--- src/btk_pkg.sv ---
// ----------------------------------------------------------------------------
// btk_pkg
// Shared types and constants for the bounded sorted top-k insertion core.
// ----------------------------------------------------------------------------
package btk_pkg;

  localparam int DEPTH      = 16;
  localparam int KEY_W      = 32;
  localparam int VAL_W      = 32;
  localparam int IDX_W      = 4;
  localparam int CNT_W      = 5;
  localparam int CFG_ADDR_W = 1;
  localparam int CFG_DATA_W = 5;

  localparam int IN_RAW_W   = KEY_W + VAL_W + IDX_W;
  localparam int IN_DATA_W  = ((IN_RAW_W + 7) / 8) * 8;
  localparam int OUT_RAW_W  = 1 + CNT_W + 1 + KEY_W + VAL_W;
  localparam int OUT_DATA_W = ((OUT_RAW_W + 7) / 8) * 8;

  localparam logic FUNC_PUSH = 1'b0;
  localparam logic FUNC_READ = 1'b1;

  localparam logic [CFG_ADDR_W-1:0] CFG_DESCENDING = CFG_ADDR_W'(0);
  localparam logic [CFG_ADDR_W-1:0] CFG_CAPACITY   = CFG_ADDR_W'(1);

  localparam logic [CNT_W-1:0] CAP_RESET = CNT_W'(16);

  typedef struct packed {
    logic signed [KEY_W-1:0] key;
    logic signed [VAL_W-1:0] value;
  } entry_t;

  typedef struct packed {
    logic commit;
    logic desc;
    logic held;
  } cell_ctl_t;

  typedef struct packed {
    logic flag;
    logic hit;
    logic dup;
  } cell_st_t;

  function automatic logic [CNT_W-1:0] clamp_cap(input logic [CNT_W-1:0] c);
    logic [CNT_W-1:0] r;
    r = c;
    if (c == '0) begin
      r = CNT_W'(1);
    end else if (c > CNT_W'(DEPTH)) begin
      r = CNT_W'(DEPTH);
    end
    return r;
  endfunction

endpackage

--- src/btk_cell.sv ---
// ----------------------------------------------------------------------------
// btk_cell
// One slot of the sorted table: compares the broadcast key with its own entry
// and on insert keeps, loads the new entry, or takes its left neighbor's.
// ----------------------------------------------------------------------------
module btk_cell
  import btk_pkg::*;
(
  input  logic      clk,
  input  cell_ctl_t ctl,
  input  entry_t    new_entry,
  input  entry_t    left_entry,
  input  logic      left_flag,
  output entry_t    entry,
  output cell_st_t  st
);

  entry_t entry_r;
  entry_t entry_nxt;
  logic   ranks;

  always_comb begin
    ranks   = ctl.desc ? (new_entry.key >= entry_r.key) : (new_entry.key <= entry_r.key);
    st.hit  = ctl.held && ranks;
    st.dup  = ctl.held && (new_entry.key == entry_r.key);
    st.flag = !ctl.held || ranks;
    entry_nxt = entry_r;
    if (ctl.commit) begin
      if (left_flag) begin
        entry_nxt = left_entry;
      end else if (st.flag) begin
        entry_nxt = new_entry;
      end
    end
  end

  always_ff @(posedge clk) begin
    entry_r <= entry_nxt;
  end

  assign entry = entry_r;

endmodule

--- src/bounded_sorted_topk_insert_core.sv ---
// ----------------------------------------------------------------------------
// bounded_sorted_topk_insert_core
// Keeps the best distinct signed keys with values in a sorted row of cells.
// ----------------------------------------------------------------------------
// Takes one transaction per clock. A push compares its key against every cell
// of the row at once and inserts, shifts and drops the tail in that same
// cycle, so the next transaction already sees the updated table; the result
// is captured in the output register on acceptance. Input is held off only
// while that output register is full and not being taken. Configuration
// writes are to go in while the core is idle; the core does not enforce it.
// Changing the order empties the table, lowering the capacity trims it.
module bounded_sorted_topk_insert_core
  import btk_pkg::*;
(
  input  logic                  clk,
  input  logic                  rst_n,
  input  logic                  in_tvalid,
  output logic                  in_tready,
  input  logic [IN_DATA_W-1:0]  in_tdata,   // key, value, index, zero pad
  input  logic                  in_tuser,   // func
  output logic                  out_tvalid,
  input  logic                  out_tready,
  output logic [OUT_DATA_W-1:0] out_tdata,  // accepted, count, entry_valid,
                                            // entry_key, entry_value, zero pad
  input  logic                  cfg_wr_en,
  input  logic [CFG_ADDR_W-1:0] cfg_addr,
  input  logic [CFG_DATA_W-1:0] cfg_wdata
);

  logic                  desc_r;
  logic [CNT_W-1:0]      cap_r;
  logic [CNT_W-1:0]      count_r;
  logic [CNT_W-1:0]      count_nxt;
  logic                  out_valid_r;
  logic [OUT_RAW_W-1:0]  out_data_r;
  logic [OUT_RAW_W-1:0]  out_data_nxt;

  entry_t                new_entry;
  logic [IDX_W-1:0]      in_index;
  logic                  in_fire;
  logic                  is_push;
  logic                  hit_any;
  logic                  dup_any;
  logic                  full;
  logic                  push_ok;
  logic                  commit;
  logic                  rd_valid;
  entry_t                rd_entry;
  entry_t                rd_out;

  entry_t                cell_q [DEPTH];
  cell_st_t              cell_st [DEPTH];
  cell_ctl_t             cell_ctl [DEPTH];

  assign new_entry.key   = in_tdata[KEY_W-1:0];
  assign new_entry.value = in_tdata[KEY_W+VAL_W-1:KEY_W];
  assign in_index        = in_tdata[IN_RAW_W-1:KEY_W+VAL_W];

  assign in_tready = !out_valid_r || out_tready;
  assign in_fire   = in_tvalid && in_tready;
  assign is_push   = (in_tuser == FUNC_PUSH);

  genvar g;
  generate
    for (g = 0; g < DEPTH; g++) begin : g_cell
      assign cell_ctl[g].commit = commit;
      assign cell_ctl[g].desc   = desc_r;
      assign cell_ctl[g].held   = (CNT_W'(g) < count_r);
      if (g == 0) begin : g_head
        btk_cell u_cell (
          .clk        (clk),
          .ctl        (cell_ctl[g]),
          .new_entry  (new_entry),
          .left_entry (new_entry),
          .left_flag  (1'b0),
          .entry      (cell_q[g]),
          .st         (cell_st[g])
        );
      end else begin : g_body
        btk_cell u_cell (
          .clk        (clk),
          .ctl        (cell_ctl[g]),
          .new_entry  (new_entry),
          .left_entry (cell_q[g-1]),
          .left_flag  (cell_st[g-1].flag),
          .entry      (cell_q[g]),
          .st         (cell_st[g])
        );
      end
    end
  endgenerate

  always_comb begin
    hit_any  = 1'b0;
    dup_any  = 1'b0;
    rd_entry = '0;
    for (int i = 0; i < DEPTH; i++) begin
      hit_any = hit_any | cell_st[i].hit;
      dup_any = dup_any | cell_st[i].dup;
      if (CNT_W'(i) == CNT_W'(in_index)) begin
        rd_entry = cell_q[i];
      end
    end
  end

  always_comb begin
    full     = (count_r >= cap_r);
    push_ok  = !dup_any && (hit_any || !full);
    commit   = in_fire && is_push && push_ok;
    rd_valid = !is_push && (CNT_W'(in_index) < count_r);
    count_nxt = count_r;
    if (commit && !full) begin
      count_nxt = count_r + CNT_W'(1);
    end
    rd_out = rd_entry;
    if (!rd_valid) begin
      rd_out = '0;
    end
    out_data_nxt = {rd_out.value, rd_out.key, rd_valid, count_nxt, commit};
  end

  always_ff @(posedge clk) begin
    if (!rst_n) begin
      desc_r      <= 1'b0;
      cap_r       <= clamp_cap(CAP_RESET);
      count_r     <= '0;
      out_valid_r <= 1'b0;
    end else begin
      if (cfg_wr_en) begin
        unique case (cfg_addr)
          CFG_DESCENDING: begin
            desc_r  <= cfg_wdata[0];
            count_r <= '0;
          end
          CFG_CAPACITY: begin
            cap_r <= clamp_cap(cfg_wdata);
            if (count_r > clamp_cap(cfg_wdata)) begin
              count_r <= clamp_cap(cfg_wdata);
            end
          end
          default: begin
          end
        endcase
      end else if (in_fire) begin
        count_r <= count_nxt;
      end
      if (in_fire) begin
        out_valid_r <= 1'b1;
      end else if (out_tready) begin
        out_valid_r <= 1'b0;
      end
    end
  end

  always_ff @(posedge clk) begin
    if (in_fire) begin
      out_data_r <= out_data_nxt;
    end
  end

  assign out_tvalid = out_valid_r;
  assign out_tdata  = {{(OUT_DATA_W-OUT_RAW_W){1'b0}}, out_data_r};

endmodule

--- config.mk ---
export PLATFORM = sky130hd
export DESIGN_NAME = bounded_sorted_topk_insert_core
export DESIGN_NICKNAME = d
export VERILOG_FILES = /design/src/btk_pkg.sv /design/src/btk_cell.sv /design/src/bounded_sorted_topk_insert_core.sv
export SDC_FILE = /design/constraint.sdc
export NUM_CORES = 2
export LEC_CHECK = 0
export BUFFER_PORTS_ARGS = -buffer_cell sky130_fd_sc_hd__buf_2
export CORE_UTILIZATION = 30
export DETAILED_ROUTE_END_ITERATION = 12
export SLEW_MARGIN = 15
export SYNTH_ARGS = -nofsm -noshare
export SYNTH_HDL_FRONTEND = slang
export SYNTH_SLANG_ARGS = --single-unit
--- constraint.sdc ---
create_clock -name clk -period 9.15 [get_ports clk]
set_input_delay 0.4575 -clock clk [delete_from_list [all_inputs] [get_ports clk]]
set_output_delay 0.4575 -clock clk [all_outputs]
set_load 0.02 [all_outputs]
## Word level (Yosys, flattened, before mapping)

Cells that the tools add are included.

- Bits in registers: 1107
- Input port bits: 84
- Logic and storage cells: 342

- Add/subtract/negate cells: 1
- Order comparisons: 52
- Eq/ne operators: 32
- Mux-type cells: 74
- Bitwise logic cells: 32
- Reductions and logical operators: 113

Operator list:

| operator | number |
|---|---|
| 64-bit two-way mux | 46 |
| 32-bit == test | 16 |
| 32-bit greater-or-equal comparator | 16 |
| 32-bit <= comparator | 16 |
| 5-bit two-way mux | 9 |
| 4-bit by 5-bit < comparator with 1-bit output, first input constant | 8 |
| 1-bit logical AND | 38 |
| 2-bit AND reduction | 19 |
| 2-bit nonzero test | 17 |
| 4-bit == test, first input constant | 8 |
| 1-bit bitwise OR | 30 |
| 3-bit by 5-bit < comparator with 1-bit output, first input constant | 4 |
| 1-bit zero test | 19 |
| 1-bit logical OR | 18 |
| 1-bit two-way mux | 18 |
| 3-bit by 4-bit == test with 1-bit output, first input constant | 4 |
| 1-bit by 5-bit < comparator with 1-bit output, first input constant | 2 |
| 2-bit by 5-bit < comparator with 1-bit output, first input constant | 2 |
| 5-bit case mux with 2 select lines | 1 |
| 2-bit by 4-bit == test with 1-bit output, first input constant | 2 |
| 5-bit by 1-bit adder with 5-bit output, second input constant | 1 |
| 5-bit greater-or-equal comparator | 1 |
| 5-bit > comparator | 1 |
| 5-bit > comparator, second input constant | 1 |
| 6 further kinds | 7 |

## Logic depth before layout (Yosys ltp)

- Depth in word-level cells: 25
- Mapped depth: 15

## Hierarchy

A second synthesis with hierarchy kept.

- Cells, all modules: 6039
- Area total of the unflattened synthesis: 71144.5 sq um

Modules (own cells, without submodules):

| module | times used | cells an instance | area each (sq um) | seq. area each (sq um) |
|---|---|---|---|---|
| btk_cell at g_cell[0].g_head.u_cell ... | 10 | 256 | 3530.9 | 1921.8 |
| btk_cell at g_cell[4].g_body.u_cell ... | 6 | 283 | 3672.3 | 1921.8 |
| bounded_sorted_topk_insert_core | 1 | 1781 | 13802.0 | 2372.3 |

## Worst setup path before layout

OpenSTA, ideal clock, no wires.

- Path type: input to register
- From: input in_tdata[0]
- To: register g_cell[13].g_body.u_cell.entry_r, in the netlist g_cell[13].g_body.u_cell.entry[0], enable pin
- Library setup time: 0.524 ns
- Arrival time: 5.978 ns
- Required time: 8.626 ns
- Path slack: 2.648 ns
- Cell stages on the path: 12
- Cell sequence: inv_1 -> ha_1 -> nor2b_1 -> o211ai_1 -> a21oi_1 -> o311a_1 -> or3_1 -> nand4b_1 -> clkinv_1 -> clkbuf_1 -> clkbuf_1 -> a31oi_1

- Word-level cells in the longest chain between the ends: 22

Ends and longest elaborated chain:

| what | RTL line | RTL |
|---|---|---|
| start: declaration | bounded_sorted_topk_insert_core.sv:19 | `input logic [IN_DATA_W-1:0] in_tdata,` |
| 32-bit <= comparator / 32-bit greater-or-equal comparator (equally long branches) | btk_cell.sv:23 | `ranks = ctl.desc ? (new_entry.key >= entry_r.key) : (new_entry.key <= entry_r.key);` |
| 1-bit two-way mux | btk_cell.sv:23 |  |
| 1-bit logical AND | btk_cell.sv:24 | `st.hit = ctl.held && ranks;` |
| 1-bit bitwise OR (15 in a row) | bounded_sorted_topk_insert_core.sv:98 | `hit_any = hit_any \| cell_st[i].hit;` |
| 1-bit logical OR | bounded_sorted_topk_insert_core.sv:108 | `push_ok = !dup_any && (hit_any \|\| !full);` |
| 1-bit logical AND | bounded_sorted_topk_insert_core.sv:108 |  |
| 1-bit logical AND | bounded_sorted_topk_insert_core.sv:109 | `commit = in_fire && is_push && push_ok;` |
| 2-bit AND reduction (no line) * | n/a |  |
| end signal: assignment | btk_cell.sv:38 | `entry_r <= entry_nxt;` |
| end: declaration | btk_cell.sv:18 | `entry_t entry_r;` |

Every way passes the cells marked *; elsewhere a longest branch is shown, timed or not.
A chain may end at the register's enable or synchronous reset.

## Final worst setup path

- From: input in_tdata[24]
- To: register g_cell[15].g_body.u_cell.entry_r, in the netlist g_cell[15].g_body.u_cell.entry[9], enable pin

- Word-level cells in the longest chain between the ends: 22

Ends and longest elaborated chain:

| what | RTL line |
|---|---|
| 32-bit <= comparator / 32-bit greater-or-equal comparator (equally long branches) | btk_cell.sv:23 |
| 1-bit two-way mux | btk_cell.sv:23 |
| 1-bit logical AND | btk_cell.sv:24 |
| 1-bit bitwise OR (15 in a row) | bounded_sorted_topk_insert_core.sv:98 |
| 1-bit logical OR | bounded_sorted_topk_insert_core.sv:108 |
| 1-bit logical AND | bounded_sorted_topk_insert_core.sv:108 |
| 1-bit logical AND | bounded_sorted_topk_insert_core.sv:109 |
| 2-bit AND reduction (no line) * | n/a |
| end signal: assignment | btk_cell.sv:38 |
| end: declaration | btk_cell.sv:18 |

Marked as above.

==> summary.txt <==
STATUS
----------------------------------------------------------------------------------
Result of the run                                                     finished, final reports clean

POWER
----------------------------------------------------------------------------------
Power spent charging and discharging nets                               0.004208 W
Sequential share of power                                                    45.3%
Maximum resistive drop on vdd                                            0.1669 mV
Fraction of power spent switching nets                                      29.52%
Comb power frac                                                              19.2%
Total internal power                                                     0.01005 W
Power per unit of standard cell area                                  189.8 mW/mm²
Clk network pwr share                                                        35.5%
Lkg Pwr                                                                   27.81 nW

TIMING
----------------------------------------------------------------------------------
Minimum clock period after layout                                         6.089 ns
Transition time of the tightest slew-check pin                            1.150 ns
Peak Freq                                                                164.2 MHz
Total count of max-transition violations in the final report                     0
Final clock skew                                                        0.03525 ns
Final setup violation count                                                      0
Setup repair after global routing missed its margin                             no
Setup TNS                                                                     0 ns
Period utilization                                                          66.54%
Final Hold Violating Endpoints                                                   0
Smallest hold slack                                                     0.05794 ns
Rel. slew slack                                                             23.34%

SYNTHESIS
----------------------------------------------------------------------------------
Synthesized netlist cell count                                                6150
Flop and latch count out of synthesis                                         1107
Most area-consuming cells after synthesis                             sky130_fd_sc_hd__edfxtp_1, sky130_fd_sc_hd__ha_1, sky130_fd_sc_hd__mux2_2
Share of synthesized flip-flops with an asynchronous set or reset               0%
Warnings, synthesis                                                              0
Largest area contributor in the synthesized netlist                   sky130_fd_sc_hd__edfxtp_1
Share of Yosys cell area claimed by the top area cell type                  49.36%
Primary flip-flop cell chosen by synthesis mapping                    sky130_fd_sc_hd__edfxtp_1
Post-Synthesis Cell Area                                               0.06662 mm²
Sequential area share after synthesis                                       49.72%
Mean Syn Cell Area                                                       10.83 µm²
Post-synth cell types                                                           89
Number of flops mapped to enable cells by yosys                               1095
Syn Nets                                                                      6760

PLACE
----------------------------------------------------------------------------------
Area after detailed placement                                          0.07097 mm²
Final RePlAce weighted congestion                                           0.9482
Placed Cells                                                                  8995
Sum of net half-perimeters after detailed placement                       158.0 mm
IO buf count                                                                   152

FINAL LAYOUT
----------------------------------------------------------------------------------
P&R area growth vs syn                                                      12.74%
Final instance area                                                    0.07511 mm²
Non-Filler Instances                                                          9236
Final-stage net count                                                         6778
# fillers                                                                   21.71k
Share of final-layout standard cells stronger than drive strength 1         16.61%

CLOCKING
----------------------------------------------------------------------------------
Maximum clock path buffer count                                                  3
TritonCTS sink count                                                          1107
H-tree depth reported by CTS                                                     3
Worst skew pair latency                                                    0.78 ns
Hold-fix buffer count after cts                                                  9
# Post-CTS Setup Buffers                                                         0
Number of buffers created by CTS                                               119
Clock Tree Root                                                       sky130_fd_sc_hd__clkbuf_16
# resized after CTS                                                              0
Clock slew seen by the registers of the worst setup and hold paths         0.06 ns
Clock tree from TritonCTS                                                      yes

DRT
----------------------------------------------------------------------------------
WL/cell                                                                   24.18 µm
Number of antenna-violating nets in the routed design                            0
Total detailed-routing wirelength                                         223.4 mm
Number of detailed-routing iterations run before antenna repair                  9
DRT iter0 DRCs                                                                5589
Via density per instance                                                     5.500
Total number of vias                                                        50.79k
DRC errors left                                                                  0

DIE
----------------------------------------------------------------------------------
Area of the core region                                                 0.2202 mm²
Die H                                                                     473.2 µm
Total die area                                                          0.2240 mm²
Count of standard-cell rows                                                    172
X dimension of the die                                                    473.2 µm
I/O Pins                                                                       158
Effective utilization at floorplan                                          30.26%

CRITICAL PATH
----------------------------------------------------------------------------------
Setup slack of the worst register-to-register path                         3.22 ns
Launching element of the worst setup path                             in_tdata[24]
Worst setup path endpoint                                             g_cell[15].g_body.u_cell.entry[9]$_DFFE_PP_
Depth of the most critical reg-to-reg path                                      15
Maximum fanout along the worst path                                             35
Type of the worst setup path                                          input pin to flip-flop
Required time at the endpoint of the critical path                         9.58 ns
Worst Setup Start Kind                                                   input pin
RR Startpoint                                                         g_cell[14].g_body.u_cell.entry[46]$_DFFE_PP_
End of the worst register-to-register path                            g_cell[15].g_body.u_cell.entry[9]$_DFFE_PP_
Endpoint arrival time on the critical path                                 6.52 ns
Type of element capturing the critical path                              flip-flop

GLOBAL ROUTE
----------------------------------------------------------------------------------
Wire length of the first global-routing pass                              326.5 mm
Total gr overflow                                                                0
Combined global-route utilization of all metal layers                       19.41%
Pin count of the biggest net entering global routing                            96
Vias in the first global route                                              48.93k
Number of antenna violations at the first check in global routing               33

FLOW RUN
----------------------------------------------------------------------------------
Maximum Capacitance Violations                                                   0

MIN PATH
----------------------------------------------------------------------------------
Type of the most critical hold path                                   input pin to flip-flop

==> metal layers <==
metal	GRT usage [%]	up-vias	routed length, µm
li1	-	23150	-
met1	25.77	24840	93660
met2	30.45	2356	99690
met3	3.994	432	20350
met4	8.357	24	9516
met5	0	-	132
==> power by group through the flow <==
stage               registers (W)  logic (W)  clock network, W
global placement          0.00654    0.00261                 0
floorplan                 0.00654    0.00174                 0
CTS                       0.00645    0.00270           0.00515
detailed placement        0.00656    0.00269                 0
finish                    0.00646    0.00273           0.00507
global route              0.00650    0.00298           0.00532
==> critical path, stage by stage <==
cell	delay, ns
sky130_fd_sc_hd__dlygate4sd3_1	0.57
sky130_fd_sc_hd__buf_2	0.19
sky130_fd_sc_hd__buf_4	0.25
sky130_fd_sc_hd__ha_1	0.34
sky130_fd_sc_hd__nand4_1	0.21
sky130_fd_sc_hd__nor4_1	0.64
sky130_fd_sc_hd__o31ai_1	0.19
sky130_fd_sc_hd__and3_1	0.22
sky130_fd_sc_hd__nor3_1	0.58
sky130_fd_sc_hd__o22a_1	0.33
sky130_fd_sc_hd__nand4_1	0.16
sky130_fd_sc_hd__o41ai_4	1.05
sky130_fd_sc_hd__buf_4	0.41
sky130_fd_sc_hd__a31oi_4	0.04
sky130_fd_sc_hd__buf_4	0.32
sky130_fd_sc_hd__buf_4	0.42
==> stage by stage <==
step	worst slack, ns	power, W	util [%]
6_report	3.061	0.01425	34.12
5_1_grt	2.918	0.01480	34.12
4_1_cts	3.196	0.01431	34.10
3_5_place_dp	2.767	0.009246	32.23
3_3_place_gp	2.824	0.009152	32.23
2_1_floorplan	2.648	0.008275	-
==> worst min path at each step <==
stage,start,end,slack (ns),cells after the start
6_report,cfg_addr,cap_r[4]$_SDFFE_PN1P_,0.06,3
5_1_grt,in_tdata[36],g_cell[0].g_head.u_cell.entry[4]$_DFFE_PP_,0.05,1
4_1_cts,cfg_addr,cap_r[4]$_SDFFE_PN1P_,0.005,3
3_5_place_dp,cap_r[4]$_SDFFE_PN1P_,cap_r[4]$_SDFFE_PN1P_,0.46,2
3_3_place_gp,cap_r[4]$_SDFFE_PN1P_,cap_r[4]$_SDFFE_PN1P_,0.46,2
2_1_floorplan,cap_r[4]$_SDFFE_PN1P_,cap_r[4]$_SDFFE_PN1P_,0.44,2
==> cells by family after synthesis <==
group,after synthesis,synth area share (%)
compound gates,1580,15.21
simple gates,1425,9.471
flops,1107,49.72
buf+inv,945,5.471
mux,546,9.986
fa+ha+maj,527,9.894
xor+xnor,19,0.2498
other cells,1,0.005629
==> area by class of cell <==
| cell class | instances | area (µm²) | area share (%) |
|---|---|---|---|
| Sequential cell | 1107 | 33120 | 44.10 |
| Multi-Input combinational cell | 4098 | 30290 | 40.33 |
| Tap cell | 2958 | 3701 | 4.928 |
| Clock buffer | 148 | 3148 | 4.191 |
| Inverter | 556 | 2092 | 2.785 |
| Timing Repair Buffer | 286 | 1871 | 2.490 |
| Clock inverter | 77 | 868.3 | 1.156 |
| Antenna cell | 6 | 15.01 | 0.01999 |
==> registers in the layout, indices dropped and copies added (netlist names) <==
signal and flops:
desc_r 1, g_cell.g_body.u_cell.entry 960, cap_r 5, out_tvalid 1, out_data_r 71, count_r 5, g_cell.g_head.u_cell.entry 64
==> cells in the mapped netlist (23+ instances only) <==
library cell                  n
sky130_fd_sc_hd__inv_1      552
sky130_fd_sc_hd__a222oi_1    46
sky130_fd_sc_hd__nand3_1     76
sky130_fd_sc_hd__edfxtp_1  1095
sky130_fd_sc_hd__a32o_1      45
sky130_fd_sc_hd__nand4_1    125
sky130_fd_sc_hd__a211oi_1    23
sky130_fd_sc_hd__mux4_2      46
sky130_fd_sc_hd__mux2_2     454
sky130_fd_sc_hd__mux2_1      35
sky130_fd_sc_hd__a31oi_1     68
sky130_fd_sc_hd__nor2b_1     37
sky130_fd_sc_hd__o221ai_1    33
sky130_fd_sc_hd__ha_1       526
sky130_fd_sc_hd__nor2_1     151
sky130_fd_sc_hd__a221oi_1   172
sky130_fd_sc_hd__a21o_1      43
sky130_fd_sc_hd__nor3_1      50
sky130_fd_sc_hd__nand2_1    875
sky130_fd_sc_hd__nor4_1      23
sky130_fd_sc_hd__a21oi_1    323
sky130_fd_sc_hd__o21ai_0    585
sky130_fd_sc_hd__o211ai_1    29
sky130_fd_sc_hd__clkbuf_1   324
sky130_fd_sc_hd__buf_2       33
sky130_fd_sc_hd__a22oi_1     77
sky130_fd_sc_hd__buf_1       24
==> cell usage in the layout, fill, tap and decap left out, drive strengths merged, types with 26 or more instances in the layout <==
| master | instances |
|---|---|
| edfxtp | 1095 |
| nand2 | 875 |
| o21ai | 585 |
| inv | 558 |
| ha | 526 |
| mux2 | 489 |
| a21oi | 323 |
| buf | 277 |
| a221oi | 172 |
| nor2 | 151 |
| clkbuf | 148 |
| nand4 | 126 |
| a22oi | 77 |
| nand3 | 76 |
| a31oi | 68 |
| clkinv | 55 |
| nor3 | 53 |
| a222oi | 46 |
| mux4 | 46 |
| a32o | 45 |
| a21o | 43 |
| nor2b | 37 |
| o221ai | 33 |
| o211ai | 30 |
| nor4 | 26 |
(Power assumes the default switching activity.)
